## src/rtl/dual_quadrature_counter_with_speed_assert.svh

```systemverilog
// ----------------------------------------------------------------------------
// Assertion macros for the dual quadrature counter
// Shared concurrent checks, clocked on clk and disabled while rst_n is low.
// ----------------------------------------------------------------------------
`ifndef DUAL_QUADRATURE_COUNTER_WITH_SPEED_ASSERT_SVH
`define DUAL_QUADRATURE_COUNTER_WITH_SPEED_ASSERT_SVH

// same-cycle implication
`define DQC_ASSERT_IMP(lbl, ante, cons, msg) \
    lbl: assert property (@(posedge clk) disable iff (!rst_n) (ante) |-> (cons)) \
        else $error(msg);

// next-cycle implication
`define DQC_ASSERT_NXT(lbl, ante, cons, msg) \
    lbl: assert property (@(posedge clk) disable iff (!rst_n) (ante) |=> (cons)) \
        else $error(msg);

`endif

```

## src/rtl/dqc_pkg.sv

```systemverilog
// ----------------------------------------------------------------------------
// dqc_pkg
// Types, widths and register codes for the dual quadrature counter.
// ----------------------------------------------------------------------------
package dqc_pkg;

    localparam int COUNT_WIDTH = 16;
    localparam int OUT_W       = 16;
    localparam int ELAPSED_W   = 17;
    localparam int WINDOW_W    = 16;
    localparam int ADDR_W      = 4;
    localparam int DATA_W      = 32;

    localparam logic [WINDOW_W-1:0]  WINDOW_RESET = WINDOW_W'(20);
    localparam logic [ELAPSED_W-1:0] ELAPSED_MAX  = {ELAPSED_W{1'b1}};

    // register index, taken from paddr[3:2]
    typedef enum logic [1:0] {
        REG_WINDOW_MS    = 2'd0,
        REG_NEGATE_LEFT  = 2'd1,
        REG_NEGATE_RIGHT = 2'd2
    } reg_idx_t;

    typedef struct packed {
        logic [WINDOW_W-1:0] window_ms;
        logic                negate_left;
        logic                negate_right;
    } cfg_t;

    typedef struct packed {
        logic [OUT_W-1:0] right_speed;
        logic [OUT_W-1:0] left_speed;
        logic [OUT_W-1:0] right_position;
        logic [OUT_W-1:0] left_position;
        logic             speed_updated;
    } result_t;

    // low OUT_W bits of a count, zero-filled when the count is narrower
    function automatic logic [OUT_W-1:0] to_out(input logic [COUNT_WIDTH-1:0] v);
        logic [COUNT_WIDTH+OUT_W-1:0] ext;
        ext = {{OUT_W{1'b0}}, v};
        return ext[OUT_W-1:0];
    endfunction

endpackage

```

## src/rtl/dqc_regs.sv

```systemverilog
// ----------------------------------------------------------------------------
// dqc_regs
// APB register file: window length and per-encoder direction inversion.
// ----------------------------------------------------------------------------
module dqc_regs (
    input  logic                       clk,
    input  logic                       rst_n,
    input  logic                       psel,
    input  logic                       penable,
    input  logic                       pwrite,
    input  logic [dqc_pkg::ADDR_W-1:0] paddr,
    input  logic [dqc_pkg::DATA_W-1:0] pwdata,
    output logic [dqc_pkg::DATA_W-1:0] prdata,
    output logic                       pready,
    output dqc_pkg::cfg_t              cfg
);
    import dqc_pkg::*;

    logic [WINDOW_W-1:0] window_ms_reg;
    logic                negate_left_reg;
    logic                negate_right_reg;
    logic                wr_en;
    reg_idx_t            idx;

    assign pready = 1'b1;
    assign wr_en  = psel && penable && pwrite;
    assign idx    = reg_idx_t'(paddr[3:2]);

    always_ff @(posedge clk or negedge rst_n)
    begin
        if (!rst_n)
        begin
            window_ms_reg    <= WINDOW_RESET;
            negate_left_reg  <= 1'b0;
            negate_right_reg <= 1'b0;
        end
        else if (wr_en)
        begin
            unique case (idx)
                REG_WINDOW_MS:    window_ms_reg    <= pwdata[WINDOW_W-1:0];
                REG_NEGATE_LEFT:  negate_left_reg  <= pwdata[0];
                REG_NEGATE_RIGHT: negate_right_reg <= pwdata[0];
                default:          ;
            endcase
        end
    end

    always_comb
    begin
        prdata = '0;
        unique case (idx)
            REG_WINDOW_MS:    prdata = {{(DATA_W-WINDOW_W){1'b0}}, window_ms_reg};
            REG_NEGATE_LEFT:  prdata = {{(DATA_W-1){1'b0}}, negate_left_reg};
            REG_NEGATE_RIGHT: prdata = {{(DATA_W-1){1'b0}}, negate_right_reg};
            default:          prdata = '0;
        endcase
    end

    assign cfg.window_ms    = window_ms_reg;
    assign cfg.negate_left  = negate_left_reg;
    assign cfg.negate_right = negate_right_reg;

endmodule

```

## src/rtl/dqc_channel.sv

```systemverilog
// ----------------------------------------------------------------------------
// dqc_channel
// One encoder: A-edge up/down count, window snapshot and latched speed.
// ----------------------------------------------------------------------------
module dqc_channel (
    input  logic                      clk,
    input  logic                      rst_n,
    input  logic                      en,
    input  logic                      a,
    input  logic                      b,
    input  logic                      negate,
    input  logic                      latch,
    output logic [dqc_pkg::OUT_W-1:0] position,
    output logic [dqc_pkg::OUT_W-1:0] speed
);
    import dqc_pkg::*;

    logic                   prev_a_reg;
    logic [COUNT_WIDTH-1:0] count_reg;
    logic [COUNT_WIDTH-1:0] count_next;
    logic [COUNT_WIDTH-1:0] snap_reg;
    logic [COUNT_WIDTH-1:0] rate_reg;
    logic [COUNT_WIDTH-1:0] rate_next;
    logic                   up;

    assign up = (a ^ b) ^ negate;

    always_comb
    begin
        count_next = count_reg;
        if (a != prev_a_reg)
            count_next = up ? count_reg + COUNT_WIDTH'(1) : count_reg - COUNT_WIDTH'(1);
        rate_next = latch ? count_next - snap_reg : rate_reg;
    end

    always_ff @(posedge clk or negedge rst_n)
    begin
        if (!rst_n)
        begin
            prev_a_reg <= 1'b0;
            count_reg  <= '0;
            snap_reg   <= '0;
            rate_reg   <= '0;
        end
        else if (en)
        begin
            prev_a_reg <= a;
            count_reg  <= count_next;
            rate_reg   <= rate_next;
            if (latch)
                snap_reg <= count_next;
        end
    end

    assign position = to_out(count_next);
    assign speed    = to_out(rate_next);

endmodule

```

## src/rtl/dqc_window.sv

```systemverilog
// ----------------------------------------------------------------------------
// dqc_window
// Millisecond elapsed counter; flags the item on which speeds are latched.
// ----------------------------------------------------------------------------
`include "dual_quadrature_counter_with_speed_assert.svh"

module dqc_window (
    input  logic                         clk,
    input  logic                         rst_n,
    input  logic                         en,
    input  logic                         tick,
    input  logic [dqc_pkg::WINDOW_W-1:0] window_ms,
    output logic                         latch
);
    import dqc_pkg::*;

    logic [ELAPSED_W-1:0] elapsed_reg;
    logic [ELAPSED_W-1:0] elapsed_inc;
    logic [ELAPSED_W-1:0] elapsed_next;

    always_comb
    begin
        elapsed_inc = elapsed_reg;
        if (tick && elapsed_reg != ELAPSED_MAX)
            elapsed_inc = elapsed_reg + ELAPSED_W'(1);
        latch        = elapsed_inc > {{(ELAPSED_W-WINDOW_W){1'b0}}, window_ms};
        elapsed_next = latch ? '0 : elapsed_inc;
    end

    always_ff @(posedge clk or negedge rst_n)
    begin
        if (!rst_n)
            elapsed_reg <= '0;
        else if (en)
            elapsed_reg <= elapsed_next;
    end

    `DQC_ASSERT_NXT(a_latch_clears, en && latch, elapsed_reg == '0, "elapsed not cleared")
    `DQC_ASSERT_NXT(a_idle_holds, !en, $stable(elapsed_reg), "elapsed moved without item")

endmodule

```

## src/rtl/dqc_out_buf.sv

```systemverilog
// ----------------------------------------------------------------------------
// dqc_out_buf
// Two-entry output stage: output register plus skid register.
// ----------------------------------------------------------------------------
`include "dual_quadrature_counter_with_speed_assert.svh"

module dqc_out_buf (
    input  logic             clk,
    input  logic             rst_n,
    input  logic             push,
    input  dqc_pkg::result_t push_data,
    output logic             in_ready,
    output logic             out_valid,
    input  logic             out_ready,
    output dqc_pkg::result_t out_data
);
    import dqc_pkg::*;

    result_t main_reg;
    result_t skid_reg;
    logic    main_valid_reg;
    logic    skid_valid_reg;
    logic    pop;

    assign pop      = main_valid_reg && out_ready;
    assign in_ready = !skid_valid_reg;

    always_ff @(posedge clk or negedge rst_n)
    begin
        if (!rst_n)
        begin
            main_valid_reg <= 1'b0;
            skid_valid_reg <= 1'b0;
        end
        else if (skid_valid_reg)
        begin
            if (pop)
                skid_valid_reg <= 1'b0;
        end
        else if (push)
        begin
            if (!main_valid_reg || pop)
                main_valid_reg <= 1'b1;
            else
                skid_valid_reg <= 1'b1;
        end
        else if (pop)
            main_valid_reg <= 1'b0;
    end

    always_ff @(posedge clk)
    begin
        if (skid_valid_reg)
        begin
            if (pop)
                main_reg <= skid_reg;
        end
        else if (push)
        begin
            if (!main_valid_reg || pop)
                main_reg <= push_data;
            else
                skid_reg <= push_data;
        end
    end

    assign out_valid = main_valid_reg;
    assign out_data  = main_reg;

    `DQC_ASSERT_IMP(a_skid_needs_main, skid_valid_reg, main_valid_reg, "skid without main")
    `DQC_ASSERT_NXT(a_stall_holds, main_valid_reg && !out_ready,
        main_valid_reg && $stable(main_reg), "stalled result changed")

endmodule

```

## src/rtl/dual_quadrature_counter_with_speed.sv

```systemverilog
// An accepted sample's result is registered in the output or the skid register.
// Throughput: one sample per cycle; s_tready drops only while both the output
// register and the skid register hold results that m_tready has not taken.
// Counts and the window check are combinational: adders and a 17-bit compare.
// Reset (rst_n low, async): counts, snapshots, speeds, elapsed cleared;
// window_ms returns to 20, negate bits to 0; no result pending.
// ----------------------------------------------------------------------------
// dual_quadrature_counter_with_speed
// Two quadrature encoder counters with windowed speed measurement.
// ----------------------------------------------------------------------------
module dual_quadrature_counter_with_speed (
    input  logic                       clk,
    input  logic                       rst_n,
    input  logic                       s_tvalid,
    output logic                       s_tready,
    input  logic [7:0]                 s_tdata,  // left_a, left_b, right_a, right_b, pad
    input  logic                       s_tuser,  // ms_tick
    output logic                       m_tvalid,
    input  logic                       m_tready,
    output logic [63:0]                m_tdata,  // left_position, right_position,
                                                 // left_speed, right_speed
    output logic                       m_tuser,  // speed_updated
    input  logic                       psel,
    input  logic                       penable,
    input  logic                       pwrite,
    input  logic [dqc_pkg::ADDR_W-1:0] paddr,
    input  logic [dqc_pkg::DATA_W-1:0] pwdata,
    output logic [dqc_pkg::DATA_W-1:0] prdata,
    output logic                       pready
);
    import dqc_pkg::*;

    cfg_t    cfg;
    result_t res;
    result_t out_res;
    logic    accept;
    logic    latch;

    assign accept = s_tvalid && s_tready;

    dqc_regs u_regs (
        .clk     (clk),
        .rst_n   (rst_n),
        .psel    (psel),
        .penable (penable),
        .pwrite  (pwrite),
        .paddr   (paddr),
        .pwdata  (pwdata),
        .prdata  (prdata),
        .pready  (pready),
        .cfg     (cfg)
    );

    dqc_window u_window (
        .clk       (clk),
        .rst_n     (rst_n),
        .en        (accept),
        .tick      (s_tuser),
        .window_ms (cfg.window_ms),
        .latch     (latch)
    );

    dqc_channel u_left (
        .clk      (clk),
        .rst_n    (rst_n),
        .en       (accept),
        .a        (s_tdata[0]),
        .b        (s_tdata[1]),
        .negate   (cfg.negate_left),
        .latch    (latch),
        .position (res.left_position),
        .speed    (res.left_speed)
    );

    dqc_channel u_right (
        .clk      (clk),
        .rst_n    (rst_n),
        .en       (accept),
        .a        (s_tdata[2]),
        .b        (s_tdata[3]),
        .negate   (cfg.negate_right),
        .latch    (latch),
        .position (res.right_position),
        .speed    (res.right_speed)
    );

    assign res.speed_updated = latch;

    dqc_out_buf u_out (
        .clk       (clk),
        .rst_n     (rst_n),
        .push      (accept),
        .push_data (res),
        .in_ready  (s_tready),
        .out_valid (m_tvalid),
        .out_ready (m_tready),
        .out_data  (out_res)
    );

    assign m_tdata = {out_res.right_speed, out_res.left_speed,
                      out_res.right_position, out_res.left_position};
    assign m_tuser = out_res.speed_updated;

endmodule

```

## config.mk

```make
export PLATFORM = sky130hd
export DESIGN_NAME = dual_quadrature_counter_with_speed
export DESIGN_NICKNAME = d
export VERILOG_FILES = /design/src/rtl/dqc_pkg.sv /design/src/rtl/dqc_regs.sv /design/src/rtl/dqc_channel.sv /design/src/rtl/dqc_window.sv /design/src/rtl/dqc_out_buf.sv /design/src/rtl/dual_quadrature_counter_with_speed.sv
export VERILOG_INCLUDE_DIRS = /design/src /design/src/rtl
export SDC_FILE = /design/constraint.sdc
export NUM_CORES = 1
export LEC_CHECK = 0
export BUFFER_PORTS_ARGS = -buffer_cell sky130_fd_sc_hd__clkbuf_2
export CAP_MARGIN = 5
export CELL_PAD_IN_SITES_DETAIL_PLACEMENT = 1
export CELL_PAD_IN_SITES_GLOBAL_PLACEMENT = 1
export CORE_UTILIZATION = 35
export CTS_BUF_LIST = sky130_fd_sc_hd__clkbuf_8
export DETAILED_ROUTE_END_ITERATION = 7
export PLACE_DENSITY = 0.7
export SYNTH_ARGS = -nofsm -noshare
export SYNTH_HDL_FRONTEND = slang
export SYNTH_SLANG_ARGS = --single-unit
```

## constraint.sdc

```tcl
create_clock -name clk -period 5 [get_ports clk]
set_input_delay 0.5 -clock clk [delete_from_list [all_inputs] [get_ports clk]]
set_output_delay 0.5 -clock clk [all_outputs]
set_load 0.02 [all_outputs]
```

==> flow_summary.yaml, run 1 <==
outcome:
  run_status: "completed"
die:
  start_util_pct: 35.5
  coreArea_um2: 38700
  rows: 72
  fp.dieH_um: 200
  dieArea_um2: 40100
  die_x_um: 200
  ios: 152
timing:
  slew_viol_final: 0
  slew_headroom_pct: 28.8
  finalHoldViolCount: 0
  timing.hold.ws_ns: 0.0568
  setup_viol: 0
  clock_skew_ns: 0.0315
  worst_slew_pin_slew_ns: 1.07
  fin_crit_sh_pct: 93.7
  layout_min_cycle_time_ns: 4.69
  max_freq_mhz: 213
detailed_routing:
  via_per_inst: 4.91
  dr.pass1.iters: 4
  drt_iter0_markers: 353
  drt-wirelength-per-cell_um: 17.0
  drc: 0
  totalWireLength_um: 34600
  antenna_left: 0
  vias: 9996
critical_path:
  cp.arrival_ns: 5.00
  rrSetupSlack_ns: 0.31
  r2r_cells: 20
  cp_data_required_time_ns: 5.32
  r2r-start: "u_window.elapsed_reg[8]$_DFFE_PN0P_"
  reg2reg_to: "u_out.out_data[54]$_DFFE_PP_"
  cp-end-kind: "flip-flop"
  crit_fanout: 50
  worstSetupStartpointType: "flip-flop"
  worstSetupPathType: "flip-flop to flip-flop"
logic_synthesis:
  synth_compound_area_share_pct: 9.42
  syn_area_um2: 13800
  yosysWarnings: 0
  synth_xor_area_share_pct: 6.92
  synthMuxAreaShare_pct: 6.58
  synthCells: 1326
  synthDistinctLibCells: 65
  yosys.area_share.simple_pct: 14.6
  synthAdderAreaFrac_pct: 4.84
  synth_top_family_by_area: "simple AND/OR/NAND/NOR gates"
  seq_area_frac_synth_pct: 53.0
  ys_ff_latch: 265
  syn_area_per_cell_um2: 10.4
  synth_edf_count: 130
  synthArstFlopShare_pct: 50.9
  synthFlopType: "dfrtp_1"
power_and_ir_drop:
  vdd_drop_max_uv: 214
  p_int_uw: 5350
  power.leakage_uw: 0.00710
  combinationalPowerShare_pct: 41.0
  netSwitchingPower_uw: 3600
  powerDensity_nw_per_um2: 558
  p_clk_share_pct: 21.5
  p_sw_share_pct: 40.2
  pwr-share-seq_pct: 37.5
finish:
  area_growth_syn_to_layout_pct: 16.7
  seq_area_um2: 7280
  drive_gt1_share_pct: 21.4
  fillers: 4384
  fin_util_pct: 41.4
  fin_nets: 1581
  multi_input_area_um2: 5960
  n_antenna_cell: 0
  final_cells: 2035
clock_network:
  clk_latency_ns: 0.59
  htree_levels: 2
  cts_setup_buffers: 0
  cts_resized: 0
  cts_tree: "built"
  ctsHoldBuffers: 0
  clockRootBuffer: "clkbuf_8"
  cts.sinks: 265
  cts.clk_slew.worst_paths_ns: 0.06
  clockBufferDepth: 3
  cts_buffers: 48
placed_design:
  post-dp-hpwl_um: 23600
  gp_congestion: 0.830
  place_inst: 1944
  port_buffers: 112
global_routing:
  grt.overflow.total: 0
  grt_pass1_vias: 10600
  antenna_found_initial: 1
  grt_pass1_wl_um: 56800
  track_usage_pct: 17.5
  grt_max_degree: 100
flow_run:
  maxCapViolations: 0
worst_hold_path:
  min_path_type: "primary input to async pin"
how the worst max path moves through the flow:
stage | startpoint | end | cells past startpoint
CTS | u_window.elapsed_reg[8]$_DFFE_PN0P_ | u_out.out_data[63]$_DFFE_PP_ | 20
floorplan | u_window.elapsed_reg[7]$_DFFE_PN0P_ | u_out.out_data[50]$_DFFE_PP_ | 23
global placement | s_tdata[2] | u_out.out_data[63]$_DFFE_PP_ | 19
finish | u_window.elapsed_reg[8]$_DFFE_PN0P_ | u_out.out_data[54]$_DFFE_PP_ | 20
global route | u_regs.negate_right_reg$_DFFE_PN0P_ | u_out.out_data[62]$_DFFE_PP_ | 20
detailed placement | s_tdata[2] | u_out.out_data[63]$_DFFE_PP_ | 19
layout by cell type (no fill, tap or decap), types with 10 or more instances in the layout:
cell type	count
a21o_1	12
a21oi_1	35
a31oi_1	10
buf_4	44
clkbuf_2	111
clkbuf_8	50
clkinv_1	15
conb_1	17
dfrtp_1	133
edfxtp_1	130
ha_1	49
inv_1	88
mux2_2	75
nand2_1	257
nand3_1	28
nor2_1	63
nor3_1	35
o21ai_0	103
or3_1	11
xnor2_1	57
xor2_1	41
power by group through the flow:
stage          Clock (uW)  Sequential (uW)  Combinational [uW]
3_3_place_gp            0             3370                3590
4_1_cts              2000             3360                3700
5_1_grt              2080             3430                4040
2_1_floorplan           0             3550                2240
6_report             1920             3350                3670
3_5_place_dp            0             3400                3670
layer usage:
layer	vias to the layer above	wire [um]	GRT usage, %
met4	2	714	5.60
met1	4928	16100	22.9
li1	4850	-	-
met2	160	16400	29.2
met5	-	12	0
met3	56	1330	3.40
per-stage QoR:
| step | TNS (ns) | area (um2) | setup WS [ns] | total power (uW) |
|---|---|---|---|---|
| after floorplan | 0 | 13800 | 0.199 | 5790 |
| after global placement | 0 | 15100 | 0.182 | 6970 |
| after detailed placement | 0 | 15100 | 0.0658 | 7070 |
| after CTS | 0 | 16000 | 0.0811 | 9060 |
| after global routing | -0.0236 | 16000 | -0.0236 | 9550 |
| final | 0 | 16000 | 0.314 | 8950 |
area by class of cell:
| class | count | share of cell area (%) |
|---|---|---|
| inverters | 77 | 1.80 |
| multi-input cells | 925 | 37.2 |
| well taps | 518 | 4.04 |
| clock buffers | 50 | 4.29 |
| repair buffers | 160 | 6.09 |
| clock inverters | 40 | 1.24 |
| flip-flops and latches | 265 | 45.4 |
cell usage after synthesis, drive strengths merged, types with 37 or more instances:
library cell | number | area share [%]
o21ai | 104 | 3.8
a21oi | 38 | 1.4
inv | 77 | 2.1
xnor2 | 57 | 3.6
nor2 | 64 | 1.7
nand2 | 257 | 7.0
clkbuf | 53 | 1.4
mux2 | 75 | 6.1
ha | 50 | 4.5
nor3 | 37 | 1.3
edfxtp | 130 | 28
xor2 | 41 | 2.6
dfrtp | 133 | 24
kinds of logic after synthesis:
kind of cell | after synthesis
AND/OR/NAND/NOR | 456
AO/OA/AOI/OAI | 216
buffers and inverters | 152
other | 2
XOR/XNOR | 102
flip-flops | 265
multiplexers | 81
adder cells (fa/ha/maj) | 52
critical path, stage by stage, from the launching register on:
cell and delay [ns]:
dfrtp_1 0.41, nand4_1 0.13, inv_1 0.10, nand2_1 0.08, nor4_2 0.34, ha_1 0.21, nor2b_1 0.07, and4_1 0.21
nand3_1 0.11, nor2_1 0.07, and4_1 0.20, xor2_1 0.17, ha_1 0.22, or4_1 0.55, a211oi_2 0.22, o21ai_1 0.14
a21oi_4 0.20, inv_1 0.10, buf_12 0.19, mux2_2 0.36, mux2_2 0.28
Power figures use the tool's default switching activity.
==> run 2: changes to the inputs <==
--- a/config.mk
+++ b/config.mk
@@ -6,6 +6,7 @@
 export SDC_FILE = /design/constraint.sdc
 export NUM_CORES = 1
 export LEC_CHECK = 0
+export ABC_AREA = 1
 export BUFFER_PORTS_ARGS = -buffer_cell sky130_fd_sc_hd__clkbuf_2
 export CAP_MARGIN = 5
 export CELL_PAD_IN_SITES_DETAIL_PLACEMENT = 1
@@ -13,7 +14,7 @@
 export CORE_UTILIZATION = 35
 export CTS_BUF_LIST = sky130_fd_sc_hd__clkbuf_8
 export DETAILED_ROUTE_END_ITERATION = 7
-export PLACE_DENSITY = 0.7
+export PLACE_DENSITY = 0.72
 export SYNTH_ARGS = -nofsm -noshare
 export SYNTH_HDL_FRONTEND = slang
 export SYNTH_SLANG_ARGS = --single-unit
==> run 2 against run 1 <==
Compared with the run above:
- core utilization is 0.22 points lower
- flip-flop and latch count stayed put
- wire length is 8.1% higher
- design area is 3.2% higher
- clock skew is 0.0022 ns higher
- sequential power is 16% higher
- total power is 42% higher
- clock power is 7% higher
- combinational power is 84% higher
- count of clock-buffer cells in the layout is 5 higher
- worst setup slack better by 0.14 ns
==> flow_summary.yaml, run 2 <==
outcome:
  run_status: "completed"
die:
  die_x_um: 205
  dieArea_um2: 42000
  fp.dieH_um: 205
  coreArea_um2: 40200
  rows: 73
  start_util_pct: 35.9
  ios: 152
logic_synthesis:
  synth_edf_count: 130
  yosysWarnings: 0
  synthMuxAreaShare_pct: 0
  synth_top_family_by_area: "simple AND/OR/NAND/NOR gates"
  netlist_top_cells_count: "461 x nand2_1, 205 x inv_1, 149 x o21ai_0"
  yosys.area_share.simple_pct: 20.5
  seq_area_frac_synth_pct: 50.5
  synthArstFlopShare_pct: 50.9
  synth_most_common_cell: "nand2_1"
  syn_area_per_cell_um2: 8.52
  synth.area.top_cells: "edfxtp_1 27%, dfrtp_1 23%, nand2_1 12%"
  synth_compound_area_share_pct: 12.8
  synthDistinctLibCells: 55
  synth_area_leader_cell: "edfxtp_1"
  syn_area_um2: 14400
  synthAdderAreaFrac_pct: 4.62
  synth_top_area_share_pct: 27.1
  synth_xor_area_share_pct: 3.10
  synthCells: 1692
  synthFlopType: "dfrtp_1"
  ys_ff_latch: 265
clock_network:
  cts_setup_buffers: 0
  cts_tree: "built"
  clockBufferDepth: 3
  htree_levels: 2
  clk_latency_ns: 0.61
  cts.clk_slew.worst_paths_ns: 0.06
  cts_buffers: 47
  cts.sinks: 265
  clockRootBuffer: "clkbuf_8"
critical_path:
  slowest_delay_ns: 0.42
  crit_fanout: 11
  cp_slowest_cell: "dfrtp_1"
  cp-end-kind: "flip-flop"
  worstSetupPathType: "flip-flop to flip-flop"
  cp.arrival_ns: 4.87
  rrSetupSlack_ns: 0.46
  worstSetupStartpointType: "flip-flop"
  cp_data_required_time_ns: 5.33
  cp_common_cell: "nand2_1"
power_and_ir_drop:
  netSwitchingPower_uw: 5870
  combinationalPowerShare_pct: 53.1
  vdd_drop_max_uv: 224
  p_int_uw: 6830
  p_clk_share_pct: 16.2
  powerDensity_nw_per_um2: 767
  power.leakage_uw: 0.00784
  p_sw_share_pct: 46.2
  pwr-share-seq_pct: 30.7
timing:
  max_freq_mhz: 220
  fin_crit_sh_pct: 90.9
  fin_tns_setup_ns: 0
  worst_slew_pin_slew_ns: 1.07
  grt_setup_unrepaired: "no"
  layout_min_cycle_time_ns: 4.54
  slew_headroom_pct: 28.7
  clock_skew_ns: 0.0336
  finalHoldViolCount: 0
  setup_viol: 0
  slew_viol_final: 0
  timing.hold.ws_ns: 0.114
finish:
  fin_util_pct: 41.2
  area_growth_syn_to_layout_pct: 14.8
  drive_gt1_share_pct: 15.9
  seq_area_um2: 7290
  final_cell_mix: "460 x nand2_1, 221 x inv_1, 148 x o21ai_0, 131 x dfrtp_1, 130 x edfxtp_1"
  fin_nets: 1926
  fillers: 4811
  layout_commonest_cell: "nand2_1"
  multi_input_area_um2: 6030
detailed_routing:
  dr.pass1.iters: 5
  drc: 0
  vias: 11600
  antenna_left: 0
  drt_iter0_markers: 547
  via_per_inst: 4.87
  drt-wirelength-per-cell_um: 15.7
  totalWireLength_um: 37400
global_routing:
  track_usage_pct: 18.5
  grt.overflow.total: 0
  grt_max_degree: 98
  grt_pass1_vias: 12100
  antenna_found_initial: 2
  grt_pass1_wl_um: 61900
flow_run:
  maxCapViolations: 0
placed_design:
  gp_congestion: 0.865
  post-dp-hpwl_um: 26500
  port_buffers: 112
worst_hold_path:
  min_path_type: "primary input to flip-flop"
-- run 2: cell types whose count changed after synthesis, moves of 28 or more --
cell     previous run  this run
mux2_2             75         0
nor3_1             37         9
nand3_1            28        69
o21ai_1             0        47
a21oi_1            38        74
xnor2_1            57        13
o21ai_0           104       149
nand2_1           257       461
inv_1              76       205
-- run 2: worst paths after layout --
| check | startpoint | end | depth (start not counted) |
|---|---|---|---|
| worst max register to register | u_window.elapsed_reg[0]$_DFFE_PN0P_ | u_out.out_data[62]$_DFFE_PP_ | 26 |
| max in group asynchronous | rst_n | u_out.skid_valid_reg$_DFF_PN0_ | 3 |
| worst min-delay path | pwdata[2] | u_regs.window_ms_reg[2]$_DFFE_PN1P_ | 3 |
| worst min register to register | u_left.rate_reg[15]$_DFFE_PN0P_ | u_left.rate_reg[15]$_DFFE_PN0P_ | 2 |
| worst max-delay path | u_window.elapsed_reg[0]$_DFFE_PN0P_ | u_out.out_data[62]$_DFFE_PP_ | 26 |
| min in group asynchronous | rst_n | u_left.count_reg[11]$_DFFE_PN0P_ | 2 |
-- run 2: layout make-up --
class	instances	share of cell area [%]
diodes	1	0.0151
clock buffers	55	4.57
clock inverters	32	1.18
inverters	216	4.90
multi-input cells	1151	36.4
flip-flops and latches	265	44.0
well taps	525	3.97
repair buffers	141	4.95
-- run 2: power groups by stage --
stage          registers [uW]  logic (uW)  clock network, uW
6_report                 3900        6740               2050
5_1_grt                  4000        7670               2220
4_1_cts                  3910        6810               2130
3_5_place_dp             3950        6770                  0
3_3_place_gp             3910        6530                  0
2_1_floorplan            4210        4470                  0
-- run 2: what timing repair did --
action                                  CTS  global route
endpoints found under the hold margin    58             0
gates resized for setup                   0            12
hold buffers                              1             0
endpoints found under the setup margin    0           123
-- run 2: logic make-up after synthesis --
family                   after synthesis
adder cells (fa/ha/maj)               52
AO/OA/AOI/OAI                        333
XOR/XNOR                              51
buffers and inverters                291
AND/OR/NAND/NOR                      698
other                                  2
flip-flops                           265
-- run 2: critical path, delay by kind of cell (launching register included) --
| family | cells | cell delay, ns |
|---|---|---|
| XOR/XNOR | 1 | 0.30 |
| buffers and inverters | 5 | 0.45 |
| adder cells (fa/ha/maj) | 3 | 0.75 |
| AND/OR/NAND/NOR | 13 | 1.81 |
| AO/OA/AOI/OAI | 4 | 0.52 |
| flip-flops | 1 | 0.42 |
-- run 2: metrics by stage --
step           power, uW  instances  cell area, um2  worst slack [ns]
2_1_floorplan       8680       1707           14500             0.730
3_3_place_gp       10400       2297           15600             0.417
3_5_place_dp       10700       2297           15600             0.245
4_1_cts            12900       2385           16500             0.224
5_1_grt            13900       2385           16600            0.0157
6_report           12700       2386           16600             0.455
-- run 2: per-layer routing --
layer	up-vias	global-route usage [%]	wire length [um]
met5	-	0	17
met4	2	5.11	744
met3	54	3.87	1760
met2	200	29.9	17100
met1	5578	24.9	17700
li1	5784	-	-
